### config.mk
export PLATFORM = sky130hd
export DESIGN_NAME = fasta_record_parser_top
export DESIGN_NICKNAME = d
export VERILOG_FILES = /design/src/sv/frp_pkg.sv /design/src/sv/fasta_record_parser_top.sv
export SDC_FILE = /design/constraint.sdc
export NUM_CORES = 1
export LEC_CHECK = 0
export BUFFER_PORTS_ARGS = -buffer_cell sky130_fd_sc_hd__buf_4
export CAP_MARGIN = 25
export CORE_MARGIN = 1.5
export CORE_UTILIZATION = 25
export DETAILED_ROUTE_END_ITERATION = 8
export PLACE_DENSITY = 0.35
export RECOVER_POWER = 100
export SYNTH_ARGS = -nofsm -noshare
export SYNTH_HDL_FRONTEND = slang
export SYNTH_SLANG_ARGS = --single-unit
export TNS_END_PERCENT = 100
### constraint.sdc
create_clock -name i_clk -period 17.1 [get_ports i_clk]
set_input_delay 0.855 -clock i_clk [delete_from_list [all_inputs] [get_ports i_clk]]
set_output_delay 0.855 -clock i_clk [all_outputs]
set_load 0.05 [all_outputs]
### src/sv/frp_pkg.sv
// frp_pkg: types and constants shared by the fasta record parser
`default_nettype none

package frp_pkg;

    localparam int LENGTH_BITS_DEF = 32;
    localparam int OUT_LEN_BITS    = 32;
    localparam int FIFO_DEPTH      = 4;

    localparam logic [7:0] CH_GT  = 8'h3E;
    localparam logic [7:0] CH_LF  = 8'h0A;
    localparam logic [7:0] CH_CR  = 8'h0D;
    localparam logic [7:0] CH_SP  = 8'h20;
    localparam logic [7:0] CH_TAB = 8'h09;

    typedef enum logic [2:0] {
        MODE_START = 3'd0,
        MODE_ID    = 3'd1,
        MODE_DESC  = 3'd2,
        MODE_SEQ   = 3'd3,
        MODE_SKIP  = 3'd4
    } t_mode;

    typedef enum logic [1:0] {
        KIND_ID   = 2'd0,
        KIND_DESC = 2'd1,
        KIND_SEQ  = 2'd2,
        KIND_END  = 2'd3
    } t_kind;

    typedef struct packed {
        logic [7:0] data_byte;
        logic       end_of_input;
    } t_in_req;

    typedef struct packed {
        t_kind                    item_kind;
        logic [7:0]               out_byte;
        logic [OUT_LEN_BITS-1:0]  record_length;
        logic                     record_ok;
        logic                     last;
    } t_out_req;

endpackage

`default_nettype wire

### src/sv/fasta_record_parser_top.sv
// fasta_record_parser_top: byte classifier for fasta text with a small result queue
//
//   channel | valid      | stall       | request
//   --------+------------+-------------+-----------
//   input   | i_in_valid | o_in_stall  | i_in_req
//   output  | o_out_valid| i_out_stall | o_out_req
//
// one input request is taken per cycle while o_in_stall is low; its zero, one or
// two results are written into a four-entry result queue in the same edge and
// leave one per cycle while i_out_stall is low. o_in_stall rises while fewer than
// two queue entries are free, so a held cr (two results from one byte) fits.
// synchronous active-low reset clears parser state and empties the queue.
`default_nettype none

module fasta_record_parser_top
    import frp_pkg::*;
#(
    parameter int LENGTH_BITS = LENGTH_BITS_DEF
) (
    input  wire logic     i_clk,
    input  wire logic     i_rst_n,
    input  wire logic     i_in_valid,
    output logic          o_in_stall,
    input  wire t_in_req  i_in_req,
    output logic          o_out_valid,
    input  wire logic     i_out_stall,
    output t_out_req      o_out_req
);

    localparam int PTR_BITS = $clog2(FIFO_DEPTH);
    localparam int CNT_BITS = $clog2(FIFO_DEPTH + 1);

    t_mode                  r_mode, n_mode;
    logic                   r_in_record, n_in_record;
    logic                   r_held_cr, n_held_cr;
    logic [LENGTH_BITS-1:0] r_seq_count, n_seq_count;
    logic                   r_ended, n_ended;

    t_out_req               r_fifo [FIFO_DEPTH];
    logic [PTR_BITS-1:0]    r_wr_ptr, r_rd_ptr;
    logic [CNT_BITS-1:0]    r_count;

    logic                   in_accept, out_accept;
    logic                   emit_a, emit_b;
    t_out_req               res_a, res_b;
    t_out_req               push0, push1;
    logic [1:0]             push_n;

    t_mode                  mode_t;
    logic                   rec_t;
    logic [LENGTH_BITS-1:0] cnt_t;
    logic [7:0]             b;

    function automatic logic [OUT_LEN_BITS-1:0] f_clamp(input logic [LENGTH_BITS-1:0] cnt);
        logic [63:0] ext;
        ext = 64'(cnt);
        if (ext > 64'(32'hFFFF_FFFF)) begin
            f_clamp = '1;
        end else begin
            f_clamp = ext[OUT_LEN_BITS-1:0];
        end
    endfunction

    // one byte of the current line
    function automatic void f_classify(
        input  t_mode                  mode,
        input  logic                   in_rec,
        input  logic [LENGTH_BITS-1:0] cnt,
        input  logic [7:0]             bt,
        output t_mode                  mode_o,
        output logic                   rec_o,
        output logic [LENGTH_BITS-1:0] cnt_o,
        output logic                   emit_o,
        output t_out_req               res_o
    );
        t_mode m;
        mode_o = mode;
        rec_o  = in_rec;
        cnt_o  = cnt;
        emit_o = 1'b0;
        res_o  = '0;
        m      = mode;
        if (mode == MODE_START && bt == CH_GT) begin
            // header closes the open record
            emit_o              = in_rec;
            res_o.item_kind     = KIND_END;
            res_o.record_length = f_clamp(cnt);
            res_o.record_ok     = 1'b1;
            rec_o               = 1'b1;
            cnt_o               = '0;
            mode_o              = MODE_ID;
        end else begin
            if (mode == MODE_START) begin
                m = in_rec ? MODE_SEQ : MODE_SKIP;
            end
            mode_o = m;
            case (m)
                MODE_ID: begin
                    if (bt == CH_SP || bt == CH_TAB) begin
                        mode_o = MODE_DESC;
                    end else begin
                        emit_o          = 1'b1;
                        res_o.item_kind = KIND_ID;
                        res_o.out_byte  = bt;
                    end
                end
                MODE_DESC: begin
                    emit_o          = 1'b1;
                    res_o.item_kind = KIND_DESC;
                    res_o.out_byte  = bt;
                end
                MODE_SEQ: begin
                    emit_o          = 1'b1;
                    res_o.item_kind = KIND_SEQ;
                    res_o.out_byte  = bt;
                    if (cnt != '1) begin
                        cnt_o = cnt + 1'b1;
                    end
                end
                default: begin
                    mode_o = MODE_SKIP;
                end
            endcase
        end
    endfunction

    assign in_accept   = i_in_valid && !o_in_stall;
    assign out_accept  = o_out_valid && !i_out_stall;
    assign o_in_stall  = (r_count > CNT_BITS'(FIFO_DEPTH - 2));
    assign o_out_valid = (r_count != '0);
    assign o_out_req   = r_fifo[r_rd_ptr];
    assign b           = i_in_req.data_byte;

    always_comb begin
        n_mode      = r_mode;
        n_in_record = r_in_record;
        n_held_cr   = r_held_cr;
        n_seq_count = r_seq_count;
        n_ended     = r_ended;
        emit_a      = 1'b0;
        emit_b      = 1'b0;
        res_a       = '0;
        res_b       = '0;
        mode_t      = r_mode;
        rec_t       = r_in_record;
        cnt_t       = r_seq_count;
        if (in_accept && !r_ended) begin
            if (i_in_req.end_of_input) begin
                n_held_cr           = 1'b0;
                emit_b              = r_in_record;
                res_b.item_kind     = KIND_END;
                res_b.record_length = f_clamp(r_seq_count);
                res_b.record_ok     = (r_seq_count != '0);
                n_in_record         = 1'b0;
                n_ended             = 1'b1;
                n_mode              = MODE_START;
            end else if (r_held_cr && b == CH_LF) begin
                n_held_cr = 1'b0;
                n_mode    = MODE_START;
            end else begin
                if (r_held_cr) begin
                    f_classify(r_mode, r_in_record, r_seq_count, CH_CR,
                               mode_t, rec_t, cnt_t, emit_a, res_a);
                end
                n_mode      = mode_t;
                n_in_record = rec_t;
                n_seq_count = cnt_t;
                n_held_cr   = 1'b0;
                if (b == CH_CR) begin
                    n_held_cr = 1'b1;
                end else if (b == CH_LF) begin
                    n_mode = MODE_START;
                end else begin
                    f_classify(mode_t, rec_t, cnt_t, b,
                               n_mode, n_in_record, n_seq_count, emit_b, res_b);
                end
            end
        end
    end

    // pack the results and mark the final one
    always_comb begin
        push0  = '0;
        push1  = '0;
        push_n = 2'd0;
        if (emit_a && emit_b) begin
            push0       = res_a;
            push1       = res_b;
            push1.last  = 1'b1;
            push_n      = 2'd2;
        end else if (emit_a) begin
            push0       = res_a;
            push0.last  = 1'b1;
            push_n      = 2'd1;
        end else if (emit_b) begin
            push0       = res_b;
            push0.last  = 1'b1;
            push_n      = 2'd1;
        end
    end

    always_ff @(posedge i_clk) begin
        if (!i_rst_n) begin
            r_mode      <= MODE_START;
            r_in_record <= 1'b0;
            r_held_cr   <= 1'b0;
            r_seq_count <= '0;
            r_ended     <= 1'b0;
            r_wr_ptr    <= '0;
            r_rd_ptr    <= '0;
            r_count     <= '0;
        end else begin
            r_mode      <= n_mode;
            r_in_record <= n_in_record;
            r_held_cr   <= n_held_cr;
            r_seq_count <= n_seq_count;
            r_ended     <= n_ended;
            r_wr_ptr    <= r_wr_ptr + PTR_BITS'(push_n);
            if (out_accept) begin
                r_rd_ptr <= r_rd_ptr + 1'b1;
            end
            r_count <= r_count + CNT_BITS'(push_n) - CNT_BITS'(out_accept);
        end
    end

    always_ff @(posedge i_clk) begin
        if (push_n != 2'd0) begin
            r_fifo[r_wr_ptr] <= push0;
        end
        if (push_n == 2'd2) begin
            r_fifo[r_wr_ptr + 1'b1] <= push1;
        end
    end

endmodule

`default_nettype wire

# Yosys cells after proc, flatten, opt, wreduce, memory -nomap -nowiden
# Memories as Yosys holds them, arrays and structs flattened. A register that Yosys moved wholly into a read port is not among the register bits.
# Cells that the tools add are included.
[totals]
n_memories = 1
mem_bits_rw = 176
input_bits = 13
reg_bits = 45
out_inout_bits = 46
elab_cells = 146
[mem_list]
columns = ["memory", "words", "word_bits", "read_ports", "rd_clocked_by_memory_dff", "wr", "line", "source"]
rows = [
  ["r_fifo", 4, 44, 1, 1, 2, "fasta_record_parser_top.sv:39", "t_out_req r_fifo [FIFO_DEPTH];"],
]
[classes]
n_mux = 92
n_eq_ne = 15
n_reduce_logical = 20
bitwise_logic = 2
add_sub_neg = 7
n_lt_le_gt_ge = 1
[ops]
columns = ["op", "count"]
rows = [
  ["44-bit 2-to-1 mux", 12],
  ["32-bit 2-to-1 mux", 11],
  ["3-bit 2-to-1 mux", 25],
  ["33-bit 2-to-1 mux", 2],
  ["32-bit by 1-bit adder with 32-bit output (second input constant)", 2],
  ["32-bit inequality test (second input constant)", 2],
  ["10-bit one-hot mux with 3 select lines", 2],
  ["32-bit nonzero test", 1],
  ["1-bit 2-to-1 mux", 30],
  ["8-bit by 4-bit equality test with 1-bit output (second input constant)", 3],
  ["8-bit 2-to-1 mux", 3],
  ["8-bit by 6-bit equality test with 1-bit output (second input constant)", 2],
  ["3-bit by 2-bit equality test with 1-bit output (second input constant)", 4],
  ["2-bit 2-to-1 mux", 5],
  ["3-bit by 1-bit equality test with 1-bit output (second input constant)", 2],
  ["1-bit logical AND", 6],
  ["3-bit zero test", 2],
  ["3-bit one-hot mux with 2 select lines", 1],
  ["2-bit by 1-bit adder with 2-bit output (second input constant)", 2],
  ["2-bit AND reduction", 2],
  ["3-bit by 2-bit adder with 3-bit output", 1],
  ["3-bit by 2-bit greater-than comparator with 1-bit output (second input constant)", 1],
  ["1-bit zero test", 3],
  ["3-bit AND reduction", 1],
  ["other kinds (11)", 12],
]

# Depth between registers and ports, before layout
[depth]
depth_word = 36
ltp_mapped = 21
mapped_depth_nobuf = 17

# Least setup slack after synthesis
# No wires, ideal clock.
[synth_timing]
path_type = "input-to-reg"
startpoint = "in i_in_req[7] in the netlist's numbering"
endpoint = "mem r_fifo[1][0] in the netlist's numbering, enable pin"
setup_time_ns = 0.509
path_slack_ns = 10.684
required_time_ns = 16.591
stages = 10
arrival_time_ns = 5.907
path_buffers = 0
path_cell_list = "nor2_1 -> nand3_1 -> nor4_1 -> o21ai_0 -> o21ai_0 -> nand2_1 -> inv_1 -> ha_1 -> nor2_1 -> nor3b_1"
[synth_rtl]
columns = ["item", "line", "source"]
rows = [
  ["from (decl)", "fasta_record_parser_top.sv:24", "input wire t_in_req i_in_req,"],
  ["to (decl)", "fasta_record_parser_top.sv:39", ""],
]

# Worst setup path in the final report
[layout_timing]
startpoint = "reg r_seq_count[0]"
endpoint = "reg r_seq_count[27]"
[layout_via]
elab_chain_len = 13
word_cells_on_any_way = 15
cone_classes = "add/sub: 2; eq/ne: 2; mux: 11"
[layout_rtl]
columns = ["item", "line", "source"]
rows = [
  ["from (decl)", "fasta_record_parser_top.sv:36", "logic [LENGTH_BITS-1:0] r_seq_count, n_seq_count;"],
  ["from (signal assigned)", "fasta_record_parser_top.sv:216", "r_seq_count <= n_seq_count;"],
  ["32-bit by 1-bit adder with 32-bit output / 32-bit inequality test (equally long branches)", "fasta_record_parser_top.sv:117, fasta_record_parser_top.sv:116", ""],
  ["32-bit 2-to-1 mux", "fasta_record_parser_top.sv:116", "if (cnt != '1) begin"],
  ["32-bit 2-to-1 mux", "fasta_record_parser_top.sv:97", "case (m)"],
  ["32-bit 2-to-1 mux *", "fasta_record_parser_top.sv:161", "if (r_held_cr) begin"],
  ["32-bit 2-to-1 mux *", "fasta_record_parser_top.sv:157", "end else if (r_held_cr && b == CH_LF) begin"],
  ["32-bit 2-to-1 mux *", "fasta_record_parser_top.sv:148", "if (i_in_req.end_of_input) begin"],
  ["32-bit 2-to-1 mux *", "fasta_record_parser_top.sv:147", "if (in_accept && !r_ended) begin"],
  ["32-bit by 1-bit adder with 32-bit output / 32-bit inequality test (equally long branches)", "fasta_record_parser_top.sv:117, fasta_record_parser_top.sv:116", ""],
  ["32-bit 2-to-1 mux", "fasta_record_parser_top.sv:116", ""],
  ["32-bit 2-to-1 mux", "fasta_record_parser_top.sv:97", ""],
  ["32-bit 2-to-1 mux", "fasta_record_parser_top.sv:83", "if (mode == MODE_START && bt == CH_GT) begin"],
  ["32-bit 2-to-1 mux", "fasta_record_parser_top.sv:171", "end else if (b == CH_LF) begin"],
  ["32-bit 2-to-1 mux *", "fasta_record_parser_top.sv:169", "if (b == CH_CR) begin"],
]
# Every way passes the cells marked *; elsewhere a longest branch is shown, timed or not. The select of a mux whose other input is x is not followed.
# A chain may end at the register's enable or synchronous reset.

==> reports/qor.csv <==
stage,metric,value,unit
outcome,run status,"finished, violations left",
outcome,failing checks,"max-capacitance violations, max-slew violations",
layout,share of cells above drive strength 1,0.112,
placed_design,Final Wtd Congestion,0.839,
sta,hold_ws,508,ps
clock_network,latest clock arrival within the worst-skew pair,550,ps
sta,Final period util,0.419,
sta,final setup fails,0,
clock_network,total clock sinks,223,
floorplanning,placeable core area,0.0491,mm²
clock_network,TritonCTS clock tree,built,
sta,clock period minus worst slack,7170,ps
sta,skew final,14.8,ps
worst_setup_path,CP Class,register to register,
floorplanning,Die Ht,226,µm
drt,post-route ant nets,0,
placed_design,DPL Wire Length,28200,µm
sta,Slew headroom,-1.18,
job,max cap viols,9,
layout,final core occ,0.288,
worst_setup_path,"Arr. time, crit path",7620,ps
logic_synthesis,"area leader, netlist",edfxtp_1,
logic_synthesis,Netlist cell types,87,
logic_synthesis,top-area cell type share of the netlist area,0.425,
sta,RSZ-0062 raised after global routing,no,
placed_design,# port buffers,58,
worst_setup_path,"Req. time, crit path",17550,ps
power,worst vdd ir,0.0466,mV
clock_network,total CTS buffers,27,
clock_network,clk root buf,clkbuf_16,
layout,ANT cells,0,
logic_synthesis,number of synthesized flops with an enable pin,176,
drt,Pre-antenna DRT Iters,5,
floorplanning,die width,226,µm
hold_path,Hold Path Class,register to register,
logic_synthesis,asr flop ratio synth,0,
logic_synthesis,post-synthesis net count,1237,
logic_synthesis,most common cell in the netlist,nor2_1,
layout,post-route insts no fill,1919,
drt,vias,9642,
drt,vias per cell,5.02,
clock_network,setup bufs post-CTS,0,
logic_synthesis,synth top area cells,"edfxtp_1 (43%), mux4_2 (8.0%), dfxtp_1 (7.6%)",
logic_synthesis,Main synth FF type,edfxtp_1,
logic_synthesis,Syn Area/Cell,10.2,µm²
global_route,initial antenna violation count,0,
clock_network,cts hold-fix bufs,0,
sta,max-slew violations,382,
worst_setup_path,crit start category,register,
layout,FILL cells,5291,
logic_synthesis,"Seq/Total Area, Yosys",0.501,
floorplanning,boundary pin count,59,
sta,Slew @ Worst Pin,3270,ps
logic_synthesis,Commonest cells post-synth,"nor2_1 (216), edfxtp_1 (176), nand2_1 (132)",
clock_network,clock slew at reported path FFs,70,ps
floorplanning,Initial Utilization,0.253,
sta,fmax,139,MHz
logic_synthesis,Synth Cell Area,0.0124,mm²
clock_network,H-Tree Depth,1,
floorplanning,Die Area,0.0511,mm²
placed_design,Inst Count DP,1869,
drt,final WL,42700,µm
worst_setup_path,endpoint type of the worst setup path,register,
global_route,vias in the first global route,9754,
logic_synthesis,Mapped Cells,1215,
global_route,grt total ovfl,0,
global_route,GRT Total Usage,0.168,
clock_network,post_cts resized,0,
logic_synthesis,Synth Register Bits,223,
logic_synthesis,synth warn,0,
layout,synthesis-to-finish area growth,13.6,%
sta,final hold viol count,0,
global_route,first-pass GRT wire length,64100,µm
drt,DRT iter0 DRCs,702,
worst_setup_path,critical path peak fanout,22,
sta,setup TNS,0,ps
clock_network,Max Buffers Root-to-Sink,3,
power,P per Cell Area,103,mW/mm²
power,Pleak,4.04,nW
drt,DR DRC count,0,
layout,NumNets Final,1256,
global_route,largest net degree at the start of global routing,46,
floorplanning,Rows,81,
drt,wire length per cell,22.3,µm
## critical path, stage by stage, from the launching register on
cell and delay (ps):
dfxtp_1 460, ha_1 380, nand2_1 200, or4_1 720, nor3_1 940, nor2_1 310
o21ai_0 420, ha_1 280, nand2_1 70, or4_1 420, nand3_1 140, or4b_1 510
and4bb_1 340, nand4_1 830, nor4b_1 580, and4_1 250, a211o_1 210
## layer usage
layer  global-route usage  part of all wire
met5                    0                 0
met3               0.0256             0.042
met2                0.266              0.45
met4               0.0471             0.024
met1                0.236              0.49
## final timing paths
path                                startpoint              end  slack [ps]  depth (start not counted)
worst max-delay path            r_seq_count[0]  r_seq_count[27]        9930                         16
worst min-delay path            r_seq_count[1]   r_seq_count[1]         510                          2
worst max register to register  r_seq_count[0]  r_seq_count[27]        9930                         16
worst min register to register  r_seq_count[1]   r_seq_count[1]         510                          2
## power by group
part           switching, W  internal, W  total, W
Sequential        0.0000326     0.000588  0.000620
Combinational      0.000188    0.0000926  0.000281
Clock              0.000238     0.000322  0.000559
Total              0.000458      0.00100   0.00146
## per-stage QoR
step | setup slack (ps) | total power, W | area [µm²]
6_report | 9930 | 0.00146 | 14100
4_1_cts | 11390 | 0.00151 | 14400
3_3_place_gp | 11550 | 0.000942 | 13600
2_1_floorplan | 10680 | 0.000843 | 12400
3_5_place_dp | 11420 | 0.000941 | 13600
5_1_grt | 9410 | 0.00152 | 14100
## final cells by class
type	instances	area (µm²)	area share
sequential	223	6230	0.441
tap	664	831	0.0588
multi-input combinational	885	5770	0.408
clock buffer	36	709	0.0502
timing repair buffer	79	390	0.0276
clock inverter	14	129	0.00912
inverter	18	67.6	0.00478
## cells in the final DEF (no fill, tap or decap), types with 5 or more instances in the layout
master | synthesis | layout
nand2b_1 | 12 | 12
and2_1 | 14 | 10
o21a_1 | 12 | 8
o22ai_1 | 8 | 8
dfxtp_1 | 47 | 46
clkbuf_1 | 66 | 63
a31oi_1 | 7 | 7
edfxtp_1 | 176 | 176
clkinv_2 | 0 | 7
nor2b_1 | 7 | 7
buf_4 | 2 | 24
a211o_1 | 8 | 8
mux4_2 | 44 | 44
or4_1 | 10 | 10
a21oi_1 | 28 | 28
nand3_1 | 34 | 34
xnor2_1 | 24 | 24
mux2i_1 | 5 | 5
nor3_1 | 30 | 31
xor2_1 | 22 | 22
o211ai_1 | 11 | 11
o21ai_0 | 72 | 76
or3_1 | 10 | 10
nor2_1 | 216 | 216
nor3b_1 | 8 | 7
nor4_1 | 26 | 25
nand2_1 | 132 | 132
clkbuf_16 | 0 | 27
nand4_1 | 21 | 22
and2_0 | 0 | 5
ha_1 | 8 | 8
inv_1 | 16 | 16
and3_1 | 12 | 12
## sequential cells by signal (all words and copies together) (netlist names), named ones only
name         count
r_seq_count     32
r_wr_ptr         2
r_fifo         176
r_count          3
r_mode           3
r_in_record      1
r_ended          1
r_held_cr        1
r_rd_ptr         2
## kinds of logic (layout without fill, tap and decap cells)
kind of cell | after synthesis | in the layout | share of synthesized area
fa+ha+maj | 9 | 9 | 0.00966
mux | 52 | 52 | 0.0864
xor+xnor | 46 | 46 | 0.0324
simple gates | 572 | 572 | 0.227
flops | 223 | 223 | 0.501
buf+inv | 107 | 147 | 0.0353
compound gates | 206 | 206 | 0.108
Power figures use the tool's default switching activity.
